## src/udp_receive_checksum_checker_unit_defines.svh

```systemverilog
// Assertion helpers shared by the checker RTL.
`ifndef UDP_RECEIVE_CHECKSUM_CHECKER_UNIT_DEFINES_SVH
`define UDP_RECEIVE_CHECKSUM_CHECKER_UNIT_DEFINES_SVH

// Same-cycle implication, sampled on clk, off during rst.
`define URCC_ASSERT_IMP(lbl, ante, cons, msg) \
  lbl: assert property (@(posedge clk) disable iff (rst) (ante) |-> (cons)) else $error(msg);

// Next-cycle implication, sampled on clk, off during rst.
`define URCC_ASSERT_NXT(lbl, ante, cons, msg) \
  lbl: assert property (@(posedge clk) disable iff (rst) (ante) |=> (cons)) else $error(msg);

`endif

```

## src/urcc_pkg.sv

```systemverilog
`timescale 1ns / 1ps
package urcc_pkg;

  localparam logic [15:0] SERVICE_PORT_RESET = 16'd53;
  localparam logic [15:0] UDP_PROTOCOL       = 16'd17;
  localparam logic [15:0] COUNT_MAX          = 16'hFFFF;
  localparam logic [15:0] CHECKSUM_ABSENT    = 16'h0000;
  localparam logic [15:0] CHECKSUM_ALL_ONES  = 16'hFFFF;
  localparam logic [7:0]  LOWER_A            = 8'h61;
  localparam logic [7:0]  LOWER_Z            = 8'h7A;
  localparam logic [7:0]  CASE_SHIFT         = 8'h20;

  // header byte positions
  localparam logic [2:0] POS_PORT_HI = 3'd2;
  localparam logic [2:0] POS_PORT_LO = 3'd3;
  localparam logic [2:0] POS_LEN_HI  = 3'd4;
  localparam logic [2:0] POS_LEN_LO  = 3'd5;
  localparam logic [2:0] POS_CKS_HI  = 3'd6;
  localparam logic [2:0] POS_CKS_LO  = 3'd7;

  typedef struct packed {
    logic [7:0]  in_byte;
    logic        last_byte;
    logic [31:0] source_address;
    logic [31:0] target_address;
  } in_item_t;

  typedef struct packed {
    logic [7:0] out_byte;
    logic       has_byte;
    logic       to_service;
    logic       end_flag;
    logic       length_ok;
    logic       checksum_present;
    logic       checksum_ok;
  } out_item_t;

  typedef struct packed {
    logic [7:0]  out_byte;
    logic        has_byte;
    logic        to_service;
    logic        end_flag;
    logic        length_ok;
    logic        checksum_present;
    logic [15:0] received_checksum;
    logic [15:0] partial_sum;
    logic [15:0] length_field;
    logic [31:0] source_address;
    logic [31:0] target_address;
  } q_entry_t;

  function automatic logic [15:0] oc_add(input logic [15:0] a, input logic [15:0] b);
    logic [16:0] s;
    s = {1'b0, a} + {1'b0, b};
    return s[15:0] + {15'd0, s[16]};
  endfunction

endpackage

```

## src/urcc_front.sv

```systemverilog
`timescale 1ns / 1ps
module urcc_front (
  input  logic               clk,
  input  logic               rst,
  input  logic               in_valid,
  output logic               in_stall,
  input  urcc_pkg::in_item_t in_data,
  input  logic               cfg_write,
  input  logic [15:0]        cfg_data,
  input  logic               q_full,
  output logic               q_push,
  output urcc_pkg::q_entry_t q_data
);
  import urcc_pkg::*;

  logic [15:0] service_port;
  logic [15:0] byte_count, byte_count_next;
  logic [15:0] running_sum, running_sum_next;
  logic [7:0]  pending_high, pending_high_next;
  logic        odd_position, odd_position_next;
  logic [15:0] port_field, port_field_next;
  logic [15:0] length_field, length_field_next;
  logic [15:0] received_checksum, received_checksum_next;

  logic        accept;
  logic        in_header;
  logic [7:0]  sum_byte;
  logic [15:0] word;
  logic        to_service;
  logic [7:0]  ob;

  assign in_stall  = q_full;
  assign accept    = in_valid && !q_full;
  assign in_header = (byte_count[15:3] == 13'd0);

  always_comb begin
    sum_byte               = in_data.in_byte;
    port_field_next        = port_field;
    length_field_next      = length_field;
    received_checksum_next = received_checksum;
    if (in_header) begin
      unique case (byte_count[2:0])
        POS_PORT_HI: port_field_next[15:8] = in_data.in_byte;
        POS_PORT_LO: port_field_next[7:0]  = in_data.in_byte;
        POS_LEN_HI:  length_field_next[15:8] = in_data.in_byte;
        POS_LEN_LO:  length_field_next[7:0]  = in_data.in_byte;
        POS_CKS_HI: begin
          received_checksum_next[15:8] = in_data.in_byte;
          sum_byte = 8'd0;
        end
        POS_CKS_LO: begin
          received_checksum_next[7:0] = in_data.in_byte;
          sum_byte = 8'd0;
        end
        default: ;
      endcase
    end

    // an odd tail byte on the last transaction is padded with zero
    word = odd_position ? {pending_high, sum_byte} : {sum_byte, 8'd0};
    running_sum_next  = (odd_position || in_data.last_byte) ? oc_add(running_sum, word)
                                                           : running_sum;
    pending_high_next = odd_position ? pending_high : sum_byte;
    odd_position_next = !odd_position;
    byte_count_next   = (byte_count == COUNT_MAX) ? byte_count : byte_count + 16'd1;

    to_service = (port_field_next == service_port);
    ob = 8'd0;
    if (!in_header) begin
      ob = in_data.in_byte;
      if (!to_service && in_data.in_byte >= LOWER_A && in_data.in_byte <= LOWER_Z) begin
        ob = in_data.in_byte - CASE_SHIFT;
      end
    end

    q_push = accept && (!in_header || in_data.last_byte);
    q_data.out_byte          = ob;
    q_data.has_byte          = !in_header;
    q_data.to_service        = to_service;
    q_data.end_flag          = in_data.last_byte;
    q_data.length_ok         = in_data.last_byte && (length_field_next == byte_count_next);
    q_data.checksum_present  = in_data.last_byte && (received_checksum_next != CHECKSUM_ABSENT);
    q_data.received_checksum = received_checksum_next;
    q_data.partial_sum       = running_sum_next;
    q_data.length_field      = length_field_next;
    q_data.source_address    = in_data.source_address;
    q_data.target_address    = in_data.target_address;
  end

  always_ff @(posedge clk) begin
    if (rst) begin
      service_port      <= SERVICE_PORT_RESET;
      byte_count        <= '0;
      running_sum       <= '0;
      pending_high      <= '0;
      odd_position      <= 1'b0;
      port_field        <= '0;
      length_field      <= '0;
      received_checksum <= '0;
    end else begin
      if (cfg_write) begin
        service_port <= cfg_data;
      end
      if (accept) begin
        if (in_data.last_byte) begin
          byte_count        <= '0;
          running_sum       <= '0;
          pending_high      <= '0;
          odd_position      <= 1'b0;
          port_field        <= '0;
          length_field      <= '0;
          received_checksum <= '0;
        end else begin
          byte_count        <= byte_count_next;
          running_sum       <= running_sum_next;
          pending_high      <= pending_high_next;
          odd_position      <= odd_position_next;
          port_field        <= port_field_next;
          length_field      <= length_field_next;
          received_checksum <= received_checksum_next;
        end
      end
    end
  end

  `include "udp_receive_checksum_checker_unit_defines.svh"

  `URCC_ASSERT_NXT(a_front_clear_on_end, accept && in_data.last_byte, byte_count == 16'd0 && !odd_position && running_sum == 16'd0, "state not cleared after end of datagram")
  `URCC_ASSERT_IMP(a_front_push_needs_room, q_push, !q_full, "push into full queue")

endmodule

```

## src/urcc_queue.sv

```systemverilog
`timescale 1ns / 1ps
module urcc_queue #(
  parameter int Depth = 2
) (
  input  logic               clk,
  input  logic               rst,
  input  logic               push,
  input  urcc_pkg::q_entry_t push_data,
  output logic               full,
  output logic               valid,
  input  logic               pop,
  output urcc_pkg::q_entry_t pop_data
);
  import urcc_pkg::*;

  localparam int PtrW = $clog2(Depth);
  localparam int CntW = $clog2(Depth + 1);
  localparam logic [PtrW-1:0] LastPtr = PtrW'(Depth - 1);
  localparam logic [CntW-1:0] FullCnt = CntW'(Depth);

  q_entry_t            entries [Depth];
  logic [PtrW-1:0]     wr_ptr;
  logic [PtrW-1:0]     rd_ptr;
  logic [CntW-1:0]     count;
  logic                do_push;
  logic                do_pop;

  assign full     = (count == FullCnt);
  assign valid    = (count != '0);
  assign do_push  = push && !full;
  assign do_pop   = pop && valid;
  assign pop_data = entries[rd_ptr];

  always_ff @(posedge clk) begin
    if (do_push) begin
      entries[wr_ptr] <= push_data;
    end
  end

  always_ff @(posedge clk) begin
    if (rst) begin
      wr_ptr <= '0;
      rd_ptr <= '0;
      count  <= '0;
    end else begin
      if (do_push) begin
        wr_ptr <= (wr_ptr == LastPtr) ? '0 : wr_ptr + PtrW'(1);
      end
      if (do_pop) begin
        rd_ptr <= (rd_ptr == LastPtr) ? '0 : rd_ptr + PtrW'(1);
      end
      if (do_push && !do_pop) begin
        count <= count + CntW'(1);
      end else if (do_pop && !do_push) begin
        count <= count - CntW'(1);
      end
    end
  end

  `include "udp_receive_checksum_checker_unit_defines.svh"

  `URCC_ASSERT_IMP(a_queue_pop_nonempty, pop, valid, "pop from empty queue")
  `URCC_ASSERT_IMP(a_queue_count_range, 1'b1, count <= FullCnt, "queue count out of range")

endmodule

```

## src/urcc_back.sv

```systemverilog
`timescale 1ns / 1ps
module urcc_back (
  input  logic                clk,
  input  logic                rst,
  input  logic                q_valid,
  input  urcc_pkg::q_entry_t  q_data,
  output logic                q_pop,
  output logic                out_valid,
  input  logic                out_stall,
  output urcc_pkg::out_item_t out_data
);
  import urcc_pkg::*;

  logic        s1_valid;
  q_entry_t    s1_entry;
  logic [17:0] s1_sum_a;
  logic [17:0] s1_sum_b;

  logic        out_load;
  logic        s1_load;
  logic [17:0] sum_a;
  logic [17:0] sum_b;
  logic [18:0] raw;
  logic [16:0] fold1;
  logic [15:0] folded;
  logic [15:0] expected;
  logic        match;
  out_item_t   result;

  assign out_load = !out_valid || !out_stall;
  assign s1_load  = !s1_valid || out_load;
  assign q_pop    = q_valid && s1_load;

  // partial sum and pseudo-header terms, split in two groups
  assign sum_a = {2'b00, q_data.partial_sum}
               + {2'b00, q_data.source_address[31:16]}
               + {2'b00, q_data.source_address[15:0]}
               + {2'b00, q_data.target_address[31:16]};
  assign sum_b = {2'b00, q_data.target_address[15:0]}
               + {2'b00, q_data.length_field}
               + {2'b00, UDP_PROTOCOL};

  always_comb begin
    raw      = {1'b0, s1_sum_a} + {1'b0, s1_sum_b};
    fold1    = {1'b0, raw[15:0]} + {14'd0, raw[18:16]};
    folded   = fold1[15:0] + {15'd0, fold1[16]};
    expected = ~folded;
    match    = (expected == s1_entry.received_checksum) ||
               (expected == CHECKSUM_ABSENT && s1_entry.received_checksum == CHECKSUM_ALL_ONES);
    result.out_byte         = s1_entry.out_byte;
    result.has_byte         = s1_entry.has_byte;
    result.to_service       = s1_entry.to_service;
    result.end_flag         = s1_entry.end_flag;
    result.length_ok        = s1_entry.length_ok;
    result.checksum_present = s1_entry.checksum_present;
    result.checksum_ok      = s1_entry.end_flag && (!s1_entry.checksum_present || match);
  end

  always_ff @(posedge clk) begin
    if (rst) begin
      s1_valid  <= 1'b0;
      out_valid <= 1'b0;
    end else begin
      if (s1_load) begin
        s1_valid <= q_valid;
      end
      if (out_load) begin
        out_valid <= s1_valid;
      end
    end
  end

  always_ff @(posedge clk) begin
    if (q_pop) begin
      s1_entry <= q_data;
      s1_sum_a <= sum_a;
      s1_sum_b <= sum_b;
    end
    if (out_load && s1_valid) begin
      out_data <= result;
    end
  end

  `include "udp_receive_checksum_checker_unit_defines.svh"

  `URCC_ASSERT_NXT(a_back_stage_holds, s1_valid && !out_load, s1_valid, "sum stage dropped a transaction")
  `URCC_ASSERT_IMP(a_back_flags_at_end, out_valid && !out_data.end_flag, !out_data.length_ok && !out_data.checksum_present && !out_data.checksum_ok, "verdict flags set before end")

endmodule

```

## src/udp_receive_checksum_checker_unit.sv

```systemverilog
`timescale 1ns / 1ps
// channel  | handshake               | payload
// ---------+-------------------------+---------------------------------
// in       | in_valid / in_stall     | in_data  (urcc_pkg::in_item_t)
// out      | out_valid / out_stall   | out_data (urcc_pkg::out_item_t)
// config   | cfg_write               | cfg_data (service_port)
//
// One byte transaction per cycle while in_stall is low; the running sum adds once per
// 16-bit word. A result passes from the queue through the pseudo-header sum stage,
// then through fold and compare into the output register.
// Header bytes other than a final one produce no result.
// Reset clears the datagram state and loads service_port with 53.
// out_stall holds the output register, then the sum stage, then fills the
// queue; in_stall rises only while the queue is full.
module udp_receive_checksum_checker_unit #(
  parameter int QueueDepth = 2
) (
  input  logic                clk,
  input  logic                rst,
  input  logic                in_valid,
  output logic                in_stall,
  input  urcc_pkg::in_item_t  in_data,
  output logic                out_valid,
  input  logic                out_stall,
  output urcc_pkg::out_item_t out_data,
  input  logic                cfg_write,
  input  logic [15:0]         cfg_data
);
  import urcc_pkg::*;

  logic     q_full;
  logic     q_push;
  logic     q_valid;
  logic     q_pop;
  q_entry_t q_in;
  q_entry_t q_out;

  urcc_front u_front (
    .clk       (clk),
    .rst       (rst),
    .in_valid  (in_valid),
    .in_stall  (in_stall),
    .in_data   (in_data),
    .cfg_write (cfg_write),
    .cfg_data  (cfg_data),
    .q_full    (q_full),
    .q_push    (q_push),
    .q_data    (q_in)
  );

  urcc_queue #(
    .Depth (QueueDepth)
  ) u_queue (
    .clk       (clk),
    .rst       (rst),
    .push      (q_push),
    .push_data (q_in),
    .full      (q_full),
    .valid     (q_valid),
    .pop       (q_pop),
    .pop_data  (q_out)
  );

  urcc_back u_back (
    .clk       (clk),
    .rst       (rst),
    .q_valid   (q_valid),
    .q_data    (q_out),
    .q_pop     (q_pop),
    .out_valid (out_valid),
    .out_stall (out_stall),
    .out_data  (out_data)
  );

endmodule
```

## config.mk

```make
export PLATFORM = sky130hd
export DESIGN_NAME = udp_receive_checksum_checker_unit
export DESIGN_NICKNAME = d
export VERILOG_FILES = /design/src/urcc_pkg.sv /design/src/urcc_front.sv /design/src/urcc_queue.sv /design/src/urcc_back.sv /design/src/udp_receive_checksum_checker_unit.sv
export VERILOG_INCLUDE_DIRS = /design/src /design/src/src
export SDC_FILE = /design/constraint.sdc
export NUM_CORES = 1
export LEC_CHECK = 0
export BUFFER_PORTS_ARGS = -buffer_cell sky130_fd_sc_hd__buf_2
export CORE_MARGIN = 3
export CORE_UTILIZATION = 50
export CTS_CLUSTER_DIAMETER = 150
export CTS_CLUSTER_SIZE = 30
export DETAILED_ROUTE_END_ITERATION = 6
export GPL_TIMING_DRIVEN = 0
export HOLD_SLACK_MARGIN = 0.15
export PLACE_DENSITY = 0.66
export SLEW_MARGIN = 20
export SYNTH_ARGS = -nofsm -noshare
export SYNTH_HDL_FRONTEND = slang
export SYNTH_SLANG_ARGS = --single-unit
```

## constraint.sdc

```tcl
create_clock -name clk -period 20.6 [get_ports clk]
set_input_delay 5.15 -clock clk [delete_from_list [all_inputs] [get_ports clk]]
set_output_delay 5.15 -clock clk [all_outputs]
set_load 0.05 [all_outputs]
```

==> results by group <==
Power and ir drop
  – Comb pwr share: 0.564
  – PD cells: 153.9 nW/um2
  – Switching Fraction: 0.4182
  – Clock power share: 0.119
  – Leakage: 9.087 nW
  – Net switching power: 1.593 mW
  – Total internal power: 2.217 mW
  – Seq pwr share: 0.317
  – VDD IR max: 97.82 uV

Floorplan
  – # IOs: 110
  – Core area: 44410 um2
  – Die area: 47750 um2
  – Row cnt: 77
  – Die extent in y: 218.5 um
  – DIE WIDTH: 218.5 um
  – Starting Density: 0.5084

Route
  – Drt pass-1 iters: 7
  – Drt wl/cell: 19.92 um
  – Antenna viol nets, final: 0
  – Initial DRC count: 1478
  – Routed via count: 15080
  – Remaining DRCs: 0
  – Via-to-Cell Ratio: 5.736
  – Routed wire length: 52.37 mm

CTS
  – Cts repair resizes: 0
  – Worst skew pair latency: 0.56 ns
  – CTS max path bufs: 3
  – TritonCTS Buffers: 18
  – Setup Buffers After CTS: 0
  – CTS Hold Bufs: 0
  – CTS Sinks: 441
  – Clock slew seen by the registers of the worst setup and hold paths: 0.11 ns
  – H-tree Lvls: 1
  – Root Driver: clkbuf_16
  – CTS tree: yes

Placed design
  – Placed inst area: 24190 um2
  – RePlAce Congestion: 0.9072
  – DP Wirelength: 39.69 mm
  – Port Buf Inserts: 105

Finish
  – Most flop-heavy register: u_queue.entries
  – Area of the multi-input gates: 9981 um2
  – Most common cell after layout, fill and taps aside: edfxtp_1
  – Share of cells above drive strength 1: 0.1559
  – Area grow syn2layout: 9.630%
  – Largest register FFs: 250
  – Reg area: 12120 um2
  – Most frequent cells in the layout: edfxtp_1, nor2_1, mux2_2
  – Fillers: 3761
  – Design Area, Final: 24760 um2
  – Largest regs: u_queue.entries x250, u_back.s1_sum_a x18, u_back.s1_sum_b x18
  – Layout Nets: 2236

Timing
  – Final hold vios: 0
  – Slew headroom: 0.3741
  – Period utilisation layout: 0.4827
  – Setup repair after global routing missed its margin: false
  – Final setup violation count: 0
  – Setup TNS: 0 ns
  – Worst-Margin Slew: 0.9389 ns
  – Final clock skew: 0.02658 ns
  – Final Max Tran Viols: 0
  – Crit path time final: 9.943 ns
  – F_max: 100.6 MHz

Critical path
  – WS Path Type: input pin to flip-flop
  – Arrival time at the worst endpoint: 10.22 ns
  – Worst Path Max Fanout: 10
  – Critical Path RT: 20.88 ns
  – Startpoint types: input pin
  – Worst setup EP type: flip-flop

Synth
  – Post-Synthesis Cell Area: 22580 um2
  – Share of Yosys cell area claimed by the top area cell type: 0.4375
  – Yosys top cell by area: edfxtp_1
  – Seq/Total Area, Yosys: 0.5368
  – Share of synthesized registers carrying an async set or reset: 0
  – Post-synth cell types: 83
  – Post-Syn Nets: 2097
  – Number of synthesized register bits: 441
  – Top cells by area, synth: edfxtp_1, dfxtp_1, mux2_2
  – Synthesized area per cell: 11.99 um2
  – Post-synth EDFFs: 329
  – Post-Synthesis Cells: 1883
  – YS warnings: 0
  – Synth Flop Type: edfxtp_1

Run
  – Max-Cap Viols: 0

Global route
  – Gr usage total: 0.2172
  – Largest net degree at the start of global routing: 57
  – Gr ovfl total: 0
  – First-pass GRT wire length: 81.06 mm
  – Initial antenna violation count: 3
  – Vias in the first global route: 14910

Outcome
  – Status: complete, no violations

Worst hold path
  – Worst hold path type: flip-flop to flip-flop
worst max-delay path, cell delays in order:
cell and delay [ns]:
buf_2 0.16, clkbuf_1 0.34, and2_1 0.27, ha_1 0.21
fa_1 0.41, a21o_1 0.17, a21oi_1 0.21, o21bai_1 0.12
a211o_1 0.33, and4_1 0.22, or3_1 0.44, nand3_1 0.16
a21boi_0 0.10, o21a_1 0.17, o21ai_0 0.17, nand2b_1 0.12
ha_1 0.23, ha_1 0.23, nand2_1 0.08, nor2_1 0.07
nand3_1 0.14, nor2_1 0.07, xor2_1 0.15, o21ai_0 0.47
worst paths after layout:
kind / from / to / slack (ns) / cells past startpoint
hold / removal: u_back.result[13]$_DFFE_PP_ / u_back.out_data[13]$_DFFE_PP_ / 0.43 / 0
setup reg to reg: u_back.s1_sum_a[0]$_DFFE_PP_ / u_back.out_data[0]$_DFFE_PP_ / 12.28 / 33
hold reg to reg: u_back.result[13]$_DFFE_PP_ / u_back.out_data[13]$_DFFE_PP_ / 0.43 / 0
setup / recovery: in_data[65] / u_queue.entries[0][92]$_DFFE_PP_ / 10.66 / 24
Yosys cell counts (5+ instances only):
master,number
edfxtp_1,329
nor2_1,179
mux2_2,147
dfxtp_1,112
xnor2_1,99
ha_1,98
nand2_1,93
a21oi_1,77
a22oi_1,72
xor2_1,70
o21ai_0,66
clkbuf_1,65
inv_1,57
nand3_1,37
mux2i_1,35
and2_1,28
nor3_1,28
fa_1,22
a21o_1,19
nand4_1,18
and3_1,15
or3_1,15
nor4_1,14
nand2b_1,12
o21a_1,12
a31oi_1,11
o21bai_1,11
a22o_1,10
nor2b_1,10
and4_1,9
a211oi_1,8
a21boi_0,8
o211ai_1,8
or4_1,7
o41ai_1,6
o21ai_1,5
layout make-up:
type / instances / share of cell area
Antenna cell: 3 / 0.0003032
Tap cell: 592 / 0.02992
Inverter: 58 / 0.008895
Clock buffer: 30 / 0.02087
Sequential cell: 441 / 0.4896
Timing Repair Buffer: 119 / 0.03432
Buffer: 71 / 0.01132
Multi-Input combinational cell: 1313 / 0.4032
Clock inverter: 2 / 0.001567
stage by stage:
step | setup WS (ns) | hold WS, ns | cells | power [mW] | utilization
3_3_place_gp | 5.370 | 0.4070 | 2580 | 3.301 | 0.5369
5_1_grt | 10.39 | 0.4338 | 2629 | 4.092 | 0.5574
6_report | 10.66 | 0.4304 | 2629 | 3.810 | 0.5574
2_1_floorplan | 9.128 | 0.4003 | 1883 | 2.846 | -
4_1_cts | 10.73 | 0.4332 | 2626 | 3.821 | 0.5572
3_5_place_dp | 10.16 | 0.4056 | 2594 | 3.361 | 0.5447
per-layer routing:
| metal | vias to the layer above | track usage | routed length, um |
|---|---|---|---|
| met5 | - | 0 | 0 |
| met4 | 0 | 0.05849 | 1153 |
| met3 | 68 | 0.02183 | 2392 |
| met2 | 343 | 0.3793 | 25960 |
| met1 | 7409 | 0.2898 | 22860 |
| li1 | 7259 | - | - |
power by group through the flow:
stage	logic, mW	clock network (mW)	registers [mW]
after floorplan	1.61	0	1.24
after global placement	2.06	0	1.24
after detailed placement	2.13	0	1.23
after CTS	2.14	0.468	1.21
after global routing	2.37	0.497	1.22
final	2.15	0.454	1.21
logic make-up (layout without fill, tap and decap cells):
kind of cell,count (synthesis),after routing,share of synthesized area
simple gates,482,482,0.1034
flops,441,441,0.5368
xor+xnor,171,171,0.06727
buf+inv,129,280,0.02205
other cells,0,3,0
mux,182,182,0.08882
fa+ha+maj,120,120,0.07380
compound gates,358,358,0.1078
Note: power is estimated with default switching activity, not from simulation.
